==> config.mk <==
export PLATFORM = sky130hd
export DESIGN_NAME = diag_reply_calibration_tracker
export DESIGN_NICKNAME = d
export VERILOG_FILES = /design/src/design/drct_pkg.sv /design/src/design/diag_reply_calibration_tracker.sv /design/src/design/drct_decode.sv /design/src/design/drct_store.sv
export SDC_FILE = /design/constraint.sdc
export NUM_CORES = 1
export LEC_CHECK = 0
export BUFFER_PORTS_ARGS = -buffer_cell sky130_fd_sc_hd__buf_2
export CAP_MARGIN = 20
export CORE_MARGIN = 5
export CORE_UTILIZATION = 45
export DETAILED_ROUTE_END_ITERATION = 7
export HOLD_SLACK_MARGIN = 0.02
export PLACE_DENSITY = 0.6
export SETUP_SLACK_MARGIN = 0.4
export SYNTH_ARGS = -nofsm -noshare
export SYNTH_HDL_FRONTEND = slang
export SYNTH_SLANG_ARGS = --single-unit
==> constraint.sdc <==
create_clock -name clk -period 3.6 [get_ports clk]
set_input_delay 0.54 -clock clk [delete_from_list [all_inputs] [get_ports clk]]
set_output_delay 0.54 -clock clk [all_outputs]
set_load 0.02 [all_outputs]
==> src/design/drct_pkg.sv <==
`timescale 1ns / 1ps

package drct_pkg;

  localparam int unsigned CHANNELS_DEF = 8;

  // Reply command bytes and frame limits
  localparam logic [7:0] CMD_SENSOR     = 8'h1D;
  localparam logic [7:0] CMD_CIS        = 8'h5B;
  localparam logic [7:0] CMD_CB         = 8'h5F;
  localparam logic [7:0] BYTE_ZERO      = 8'h00;
  localparam logic [7:0] BYTE_END       = 8'hFF;
  localparam logic [7:0] SENSOR_MIN_LEN = 8'd7;
  localparam logic [7:0] CALIB_MIN_LEN  = 8'd6;

  // Calibration status codes carried in frame byte 4
  localparam logic [7:0] STAT_RUNNING = 8'h01;
  localparam logic [7:0] STAT_SUCCESS = 8'h02;
  localparam logic [7:0] STAT_FAIL_IR = 8'h05;

  typedef enum logic [1:0] {
    ACT_REPLY = 2'd0,
    ACT_BEGIN = 2'd1,
    ACT_END   = 2'd2,
    ACT_READ  = 2'd3
  } action_e;

  typedef enum logic [3:0] {
    RC_INVALID  = 4'd0,
    RC_IGNORED  = 4'd1,
    RC_START    = 4'd2,
    RC_END      = 4'd3,
    RC_DATA     = 4'd4,
    RC_CALIB    = 4'd5,
    RC_BEGIN_OK = 4'd6,
    RC_BEGIN_NO = 4'd7,
    RC_DONE     = 4'd8
  } rc_e;

  localparam logic [2:0] CIS_IDLE    = 3'd0;
  localparam logic [2:0] CIS_RUNNING = 3'd1;

  localparam logic [1:0] CB_IDLE    = 2'd0;
  localparam logic [1:0] CB_RUNNING = 2'd1;
  localparam logic [1:0] CB_SUCCESS = 2'd2;
  localparam logic [1:0] CB_FAIL_IR = 2'd3;

  localparam logic [1:0] BEGIN_CIS = 2'd0;
  localparam logic [1:0] BEGIN_CB  = 2'd1;

  localparam logic TGT_CIS = 1'b0;
  localparam logic TGT_CB  = 1'b1;

  typedef struct packed {
    logic [1:0] action;
    logic [7:0] command_code;
    logic [7:0] frame_length;
    logic [7:0] index_or_status;
    logic [7:0] sample_value;
    logic [1:0] begin_target;
    logic [2:0] read_channel;
  } req_t;

  typedef struct packed {
    logic [3:0]  result_code;
    logic [2:0]  cis_status;
    logic [1:0]  cb_status;
    logic        active_target;
    logic        session_open;
    logic [15:0] update_tally;
    logic [7:0]  channel_raw;
    logic        channel_valid;
  } rsp_t;

  typedef struct packed {
    logic [2:0] cis;
    logic [1:0] cb;
    logic       target;
    logic       session;
  } cal_state_t;

  // Sensor store update for one step; addr is the zero-based channel
  typedef struct packed {
    logic       clear;
    logic       write;
    logic       bump;
    logic [7:0] addr;
    logic [7:0] data;
  } store_wr_t;

endpackage

==> src/design/diag_reply_calibration_tracker.sv <==
`timescale 1ns / 1ps

// An accepted input waits in the input register and moves into the result register when that is free.
// Throughput: one item per cycle while the result is not stalled; decode is combinational.
// A stalled result holds the result register and the input register behind it.
// Reset (rst, synchronous): all channels invalid and reading zero, tally zero,
// both calibrations idle, target CIS, no session, both pipeline registers empty.
module diag_reply_calibration_tracker import drct_pkg::*; #(
  parameter int unsigned CHANNELS = CHANNELS_DEF
) (
  input  logic clk,
  input  logic rst,
  input  logic req_valid,
  output logic req_ready,
  input  req_t req,
  output logic rsp_valid,
  input  logic rsp_ready,
  output rsp_t rsp
);

  logic       s1_valid;
  req_t       s1_item;
  logic       advance;
  cal_state_t cal;
  cal_state_t cal_next;
  store_wr_t  wr;
  rc_e        rc;
  logic [3:0] rc_q;
  logic [15:0] tally;
  logic [7:0]  rd_raw;
  logic        rd_valid;

  assign advance   = s1_valid && (!rsp_valid || rsp_ready);
  assign req_ready = !s1_valid || advance;

  always_ff @(posedge clk) begin
    if (req_valid && req_ready) begin
      s1_item <= req;
    end
  end

  always_ff @(posedge clk) begin
    if (rst) begin
      s1_valid <= 1'b0;
    end else if (req_ready) begin
      s1_valid <= req_valid;
    end
  end

  drct_decode #(
    .CHANNELS(CHANNELS)
  ) u_decode (
    .item     (s1_item),
    .cal      (cal),
    .cal_next (cal_next),
    .wr       (wr),
    .rc       (rc)
  );

  drct_store #(
    .CHANNELS(CHANNELS)
  ) u_store (
    .clk      (clk),
    .rst      (rst),
    .step     (advance),
    .wr       (wr),
    .rd_ch    (s1_item.read_channel),
    .tally    (tally),
    .rd_raw   (rd_raw),
    .rd_valid (rd_valid)
  );

  always_ff @(posedge clk) begin
    if (rst) begin
      cal       <= '{cis: CIS_IDLE, cb: CB_IDLE, target: TGT_CIS, session: 1'b0};
      rc_q      <= RC_INVALID;
      rsp_valid <= 1'b0;
    end else begin
      if (advance) begin
        cal  <= cal_next;
        rc_q <= rc;
      end
      if (advance) begin
        rsp_valid <= 1'b1;
      end else if (rsp_ready) begin
        rsp_valid <= 1'b0;
      end
    end
  end

  always_comb begin
    rsp.result_code   = rc_q;
    rsp.cis_status    = cal.cis;
    rsp.cb_status     = cal.cb;
    rsp.active_target = cal.target;
    rsp.session_open  = cal.session;
    rsp.update_tally  = tally;
    rsp.channel_raw   = rd_raw;
    rsp.channel_valid = rd_valid;
  end

  assert property (@(posedge clk) disable iff (rst)
    !(cal.cis == CIS_RUNNING && cal.cb == CB_RUNNING))
    else $error("both calibrations running");

  assert property (@(posedge clk) disable iff (rst)
    (cal.cis == CIS_RUNNING || cal.cb == CB_RUNNING) |-> cal.session)
    else $error("calibration running outside a session");

  assert property (@(posedge clk) disable iff (rst)
    (s1_valid && !advance) |=> (s1_valid && $stable(s1_item)))
    else $error("held item dropped from input register");

  assert property (@(posedge clk) disable iff (rst)
    !advance |=> $stable(cal))
    else $error("calibration state moved without a step");

endmodule

==> src/design/drct_decode.sv <==
`timescale 1ns / 1ps

module drct_decode import drct_pkg::*; #(
  parameter int unsigned CHANNELS = CHANNELS_DEF
) (
  input  req_t       item,
  input  cal_state_t cal,
  output cal_state_t cal_next,
  output store_wr_t  wr,
  output rc_e        rc
);

  localparam logic [7:0] LAST_IDX = 8'(CHANNELS);

  logic idx_zero;
  logic pair_end;
  logic idx_in_range;
  logic target_match;

  assign idx_zero     = (item.index_or_status == BYTE_ZERO) && (item.sample_value == BYTE_ZERO);
  assign pair_end     = (item.index_or_status == BYTE_END) && (item.sample_value == BYTE_END);
  assign idx_in_range = (item.index_or_status != BYTE_ZERO) && (item.index_or_status <= LAST_IDX);
  assign target_match = ((item.command_code == CMD_CIS) && (cal.target == TGT_CIS)) ||
                        ((item.command_code == CMD_CB) && (cal.target == TGT_CB));

  always_comb begin
    cal_next = cal;
    wr       = '0;
    wr.addr  = item.index_or_status - 8'd1;
    wr.data  = item.sample_value;
    rc       = RC_DONE;
    unique case (action_e'(item.action))
      ACT_REPLY: begin
        priority if (item.command_code == CMD_SENSOR) begin
          priority if (item.frame_length < SENSOR_MIN_LEN) begin
            rc = RC_INVALID;
          end else if (idx_zero) begin
            wr.clear = 1'b1;
            wr.bump  = 1'b1;
            rc       = RC_START;
          end else if (pair_end) begin
            rc = RC_END;
          end else if (idx_in_range) begin
            wr.write = 1'b1;
            wr.bump  = 1'b1;
            rc       = RC_DATA;
          end else begin
            rc = RC_IGNORED;
          end
        end else if ((item.command_code == CMD_CIS) || (item.command_code == CMD_CB)) begin
          priority if (item.frame_length < CALIB_MIN_LEN) begin
            rc = RC_INVALID;
          end else if (!cal.session || !target_match) begin
            rc = RC_IGNORED;
          end else if (cal.target == TGT_CB) begin
            rc = RC_CALIB;
            priority if (item.index_or_status == STAT_RUNNING) begin
              cal_next.cb = CB_RUNNING;
            end else if (item.index_or_status == STAT_SUCCESS) begin
              cal_next.cb = CB_SUCCESS;
            end else if (item.index_or_status == STAT_FAIL_IR) begin
              cal_next.cb = CB_FAIL_IR;
            end else begin
              rc = RC_IGNORED;
            end
          end else if ((item.index_or_status >= STAT_RUNNING) &&
                       (item.index_or_status <= STAT_FAIL_IR)) begin
            cal_next.cis = item.index_or_status[2:0];
            rc           = RC_CALIB;
          end else begin
            rc = RC_IGNORED;
          end
        end else begin
          rc = RC_INVALID;
        end
      end
      ACT_BEGIN: begin
        if ((item.begin_target != BEGIN_CIS && item.begin_target != BEGIN_CB) ||
            cal.cis == CIS_RUNNING || cal.cb == CB_RUNNING) begin
          rc = RC_BEGIN_NO;
        end else begin
          cal_next.target  = item.begin_target[0];
          cal_next.session = 1'b1;
          if (item.begin_target == BEGIN_CB) begin
            cal_next.cb = CB_RUNNING;
          end else begin
            cal_next.cis = CIS_RUNNING;
          end
          rc = RC_BEGIN_OK;
        end
      end
      ACT_END: begin
        if (cal.cis == CIS_RUNNING) begin
          cal_next.cis = CIS_IDLE;
        end
        if (cal.cb == CB_RUNNING) begin
          cal_next.cb = CB_IDLE;
        end
        cal_next.session = 1'b0;
        rc               = RC_DONE;
      end
      ACT_READ: begin
        rc = RC_DONE;
      end
      default: begin
        rc = RC_DONE;
      end
    endcase
  end

endmodule

==> src/design/drct_store.sv <==
`timescale 1ns / 1ps

module drct_store import drct_pkg::*; #(
  parameter int unsigned CHANNELS = CHANNELS_DEF
) (
  input  logic        clk,
  input  logic        rst,
  input  logic        step,
  input  store_wr_t   wr,
  input  logic [2:0]  rd_ch,
  output logic [15:0] tally,
  output logic [7:0]  rd_raw,
  output logic        rd_valid
);

  localparam int unsigned IDX_W = (CHANNELS > 1) ? $clog2(CHANNELS) : 1;
  localparam logic [7:0] CH_COUNT = 8'(CHANNELS);

  logic [7:0]          raw_mem [CHANNELS];
  logic [CHANNELS-1:0] valid_q;
  logic [CHANNELS-1:0] valid_next;
  logic [CHANNELS-1:0] written_q;
  logic [CHANNELS-1:0] written_next;
  logic [7:0]          rd_wide;
  logic [IDX_W-1:0]    rd_idx;
  logic [IDX_W-1:0]    wr_idx;
  logic                rd_in_range;
  logic                rd_hit;
  logic [7:0]          rd_data;

  assign rd_wide     = 8'(rd_ch);
  assign rd_idx      = rd_wide[IDX_W-1:0];
  assign wr_idx      = wr.addr[IDX_W-1:0];
  assign rd_in_range = rd_wide < CH_COUNT;

  always_comb begin
    valid_next   = valid_q;
    written_next = written_q;
    if (wr.clear) begin
      valid_next = '0;
    end
    if (wr.write) begin
      valid_next[wr_idx]   = 1'b1;
      written_next[wr_idx] = 1'b1;
    end
  end

  // Raw values: one write port, one registered read port with write bypass
  always_ff @(posedge clk) begin
    if (step) begin
      if (wr.write) begin
        raw_mem[wr_idx] <= wr.data;
      end
      if (wr.write && wr_idx == rd_idx) begin
        rd_data <= wr.data;
      end else begin
        rd_data <= raw_mem[rd_idx];
      end
    end
  end

  always_ff @(posedge clk) begin
    if (rst) begin
      valid_q   <= '0;
      written_q <= '0;
      tally     <= '0;
      rd_hit    <= 1'b0;
      rd_valid  <= 1'b0;
    end else if (step) begin
      valid_q   <= valid_next;
      written_q <= written_next;
      if (wr.bump) begin
        tally <= tally + 16'd1;
      end
      rd_hit   <= rd_in_range && written_next[rd_idx];
      rd_valid <= rd_in_range && valid_next[rd_idx];
    end
  end

  // Never-written entries read as zero
  assign rd_raw = rd_hit ? rd_data : 8'd0;

  assert property (@(posedge clk) disable iff (rst)
    !step |=> $stable(tally))
    else $error("tally moved without a step");

  assert property (@(posedge clk) disable iff (rst)
    rd_valid |-> rd_hit)
    else $error("valid channel reads as never written");

  assert property (@(posedge clk) disable iff (rst)
    (step && wr.clear) |=> (valid_q == '0))
    else $error("start frame left valid bits set");

endmodule
==> key figures <==
GRT
  – Total global routing overflow: 0
  – Wire length of the first global-routing pass: roughly 23,000 um
  – GRT Resource Usage Total: approximately 17%
  – Pin count of the biggest net entering global routing: a little under 50
  – Antenna violations before repair: 0
  – Vias in the first global route: between 4,000 and 5,000

Final layout
  – Net count, final: 660
  – Layout overhead on the synthesized area: 17.82%
  – # diodes: 0
  – Share of post-route cells with drive strength above 1: about a quarter
  – End-of-flow core utilization: 54.30%
  – Most frequent standard cell in the layout excluding fill and tap cells: edfxtp_1
  – Commonest cells after routing, fill and taps aside: edfxtp_1 (111), buf_2 (80), nor2_1 (59)

Worst setup path
  – Setup crit start: s1_item[37]
  – Largest driver fanout on the critical path: 11
  – Arrival time of the worst setup path: between 2000 and 3000 ps
  – Critical path start-end classification: flop to flop
  – Reg-to-Reg Start: s1_item[37]
  – Kind of launch point of the worst setup path: flop
  – Chain of cells forming the critical path: inv_1 -> ha_1 -> inv_1 -> nor4b_1 -> and3_1 -> and3_2 -> nand2_1 -> nor2_1
  – Critical path capture point type: flop
  – Worst flop-to-flop path endpoint: u_store.raw_mem[1][2]
  – Reg2Reg Depth: 8
  – Setup slack on the worst flop-to-flop path: between 600 and 700 ps
  – Delay of the slowest cell on the worst path: ~580 ps
  – Data required, critical path: ~3700 ps
  – Most frequent cell on the critical path: inv_1
  – Slowest stage cell, crit path: nor2_1

Timing
  – Total count of hold-check failures in the final report: 0
  – Least-Margin Pin Slew: about 1100 ps
  – Total setup violations reported at the end of the flow: 0
  – Post-Route Setup TNS: 0 ps
  – Max-slew violation count: 0
  – Slew headroom: between 20% and 30%
  – Time the final worst path needs with I/O delays and setup: approximately 2900 ps
  – Minimum hold slack: around 290 ps
  – Maximum frequency from static timing analysis: about 340 MHz
  – Setup repair after global routing missed its margin: yes
  – Portion of the clock cycle consumed by the worst path in the final layout: between 80% and 90%
  – Setup clock skew after layout: roughly 7.4 ps

Detailed routing
  – WL met1: around 6600 um
  – Antenna viol nets, final: 0
  – Detail Route met2 WL: 6641 um
  – Iter 0 DRT Violations: 320
  – Number of vias per cell: roughly 5.5
  – Routed WL per cell: 17.61 um
  – Detailed-routed wire length on met3: approximately 770 um
  – Top layer reached by signal wires: met4
  – Total vias in the final route: about 4,400
  – Total Routed Length: 14,160 um
  – Detailed-router iteration count before antenna repair: 5
  – DR DRC count: 0

Synth
  – EDFF count, synth: around 110
  – Post-Syn Area: 6749 um^2
  – Flip-flop and latch count after synthesis: about 160
  – Synthesized netlist net count: 570
  – Library cells used by synthesis: 61
  – Ys async rst share: 0%
  – Sequential share of the synthesized area: 63.33%
  – Count of warnings emitted by yosys: 0
  – Predominant post-synthesis flop cell: edfxtp_1
  – Count of mapped cells out of synthesis: 517
  – Syn Area/Cell: around 13 um^2

Clocking
  – TritonCTS clock tree: yes
  – Clock latency at the later pin of the worst-skew pair: between 400 and 500 ps
  – CTS clk-pin slew, worst paths: 60 ps
  – Number of buffers inserted for hold repair after clock tree synthesis: 0
  – Total clock buffers created by CTS: 17
  – H-tree depth: 4
  – Number of buffers on the longest clock path: 2
  – Clk sink count: about 160
  – Number of gates given a new drive strength after cts: 0
  – Cell at the root of the clock tree: clkbuf_16
  – # Post-CTS Setup Buffers: 0

Pwr
  – Leak pwr: between 2 and 3 nW
  – Total power of the final layout: slightly below 4 mW
  – Power Density: roughly 500 nW/um^2
  – Maximum vdd ir drop: 0.0003362 V

Worst hold path
  – Hold Path Sink: s1_item[20]
  – Tightest Hold Check Type: primary input to flop
  – Hold Crit Depth: 1
  – Startpoint of the tightest hold check path: req[20]

Die
  – DIE WIDTH: around 130 um
  – IO Pins: just over 80
  – Die Footprint: between 15,000 and 20,000 um^2
  – Core Box Area: 14,640 um^2
  – Effective utilization at floorplan: between 40% and 50%
  – Cell Rows: 44
  – Die Y-Extent: approximately 130 um

Placement
  – Final weighted congestion in routability-driven placement: roughly 0.83
  – Port bufs: 80
  – HPWL after detailed placement: slightly above 10,000 um

Flow run
  – Max-capacitance violation count: 0

Status
  – Outcome: finished clean
[cell usage after synthesis (2+ instances only)]
cell type | count | area (um^2)
a211oi_1 | 2 | 15.01
and2_1 | 11 | 68.82
nor2_1 | 59 | 221.5
nand4b_1 | 2 | 17.52
buf_4 | 2 | 15.01
clkbuf_1 | 12 | 45.04
nand4_1 | 8 | 50.05
a31oi_1 | 2 | 12.51
mux4_2 | 16 | 360.4
edfxtp_1 | 111 | 3333
nor4_1 | 4 | 25.02
nor4b_1 | 2 | 17.52
nor3_4 | 3 | 48.80
buf_2 | 5 | 25.02
nand2_1 | 38 | 142.6
and3_1 | 9 | 56.30
and4_1 | 2 | 17.52
nand2b_1 | 6 | 37.54
xor2_1 | 12 | 105.1
ha_1 | 10 | 125.1
o21ai_0 | 9 | 45.04
xnor2_1 | 7 | 61.31
a311oi_1 | 6 | 52.55
buf_1 | 2 | 7.510
nor3_1 | 7 | 35.03
inv_1 | 15 | 56.30
a22oi_1 | 2 | 15.01
nand3b_1 | 6 | 45.04
or3_1 | 2 | 12.51
nand3_1 | 14 | 70.07
a21oi_1 | 35 | 175.2
a311o_1 | 2 | 20.02
dfxtp_1 | 47 | 940.9
nor2b_1 | 4 | 25.02
mux2i_1 | 17 | 170.2
[through the flow]
step,std cells,worst slack [ps],area (um^2)
finish,804,666.2,7951
global route,804,395.7,7951
CTS,804,668.8,7946
detailed placement,772,657.8,7375
global placement,772,789.3,7375
floorplan,517,659.6,6749
[state kept, by name, indices dropped and copies added (netlist names)]
| register | flops |
|---|---|
| rc_q | 4 |
| rsp | 7 |
| rsp_valid | 1 |
| s1_item | 39 |
| s1_valid | 1 |
| u_store.raw_mem | 64 |
| u_store.rd_data | 8 |
| u_store.rd_hit | 1 |
| u_store.rd_valid | 1 |
| u_store.tally | 16 |
| u_store.valid_q | 8 |
| u_store.written_q | 8 |
[where the power goes]
group / internal (mW) / switching (mW) / total (mW)
logic: 0.0932 / 0.126 / 0.219
registers: 1.99 / 0.0449 / 2.03
clock network: 1.02 / 0.705 / 1.72
[cell type report]
class	instances	area, um^2
fillers	1206	6693
clock buffers	18	429.2
repair buffers	93	498.0
well taps	184	230.2
inverters	15	56.30
flip-flops and latches	158	4274
clock inverters	14	142.6
multi-input cells	322	2321
[logic make-up (layout without fill, tap and decap cells)]
kind of cell / count (synthesis) / in the layout / synth area share (%)
flops: 158 / 158 / 63.33
fa+ha+maj: 10 / 10 / 1.854
buf+inv: 37 / 140 / 2.373
xor+xnor: 20 / 20 / 2.874
compound gates: 71 / 71 / 6.785
simple gates: 188 / 188 / 14.92
mux: 33 / 33 / 7.861
[routing by layer]
layer,track usage [%],vias to the layer above
li1,-,2107
met1,23.16,2124
met2,25.61,149
met3,4.138,17
met4,6.582,0
met5,0,-
[worst max-delay path, delay by kind of cell (launching register included)]
family,cells,cell delay (ps)
simple gates,5,1710
flops,1,420
fa+ha+maj,1,220
buf+inv,2,210
[worst max path at each step]
stage	end	slack, ps	cells past startpoint
after CTS	u_store.raw_mem[1][2]	670	8
after detailed placement	u_store.raw_mem[0][7]	660	8
after floorplan	u_store.raw_mem[7][0]	660	10
final	u_store.raw_mem[1][2]	670	8
after global placement	u_store.raw_mem[1][7]	790	8
after global routing	u_store.raw_mem[1][5]	400	8
Power figures use the tool's default switching activity.
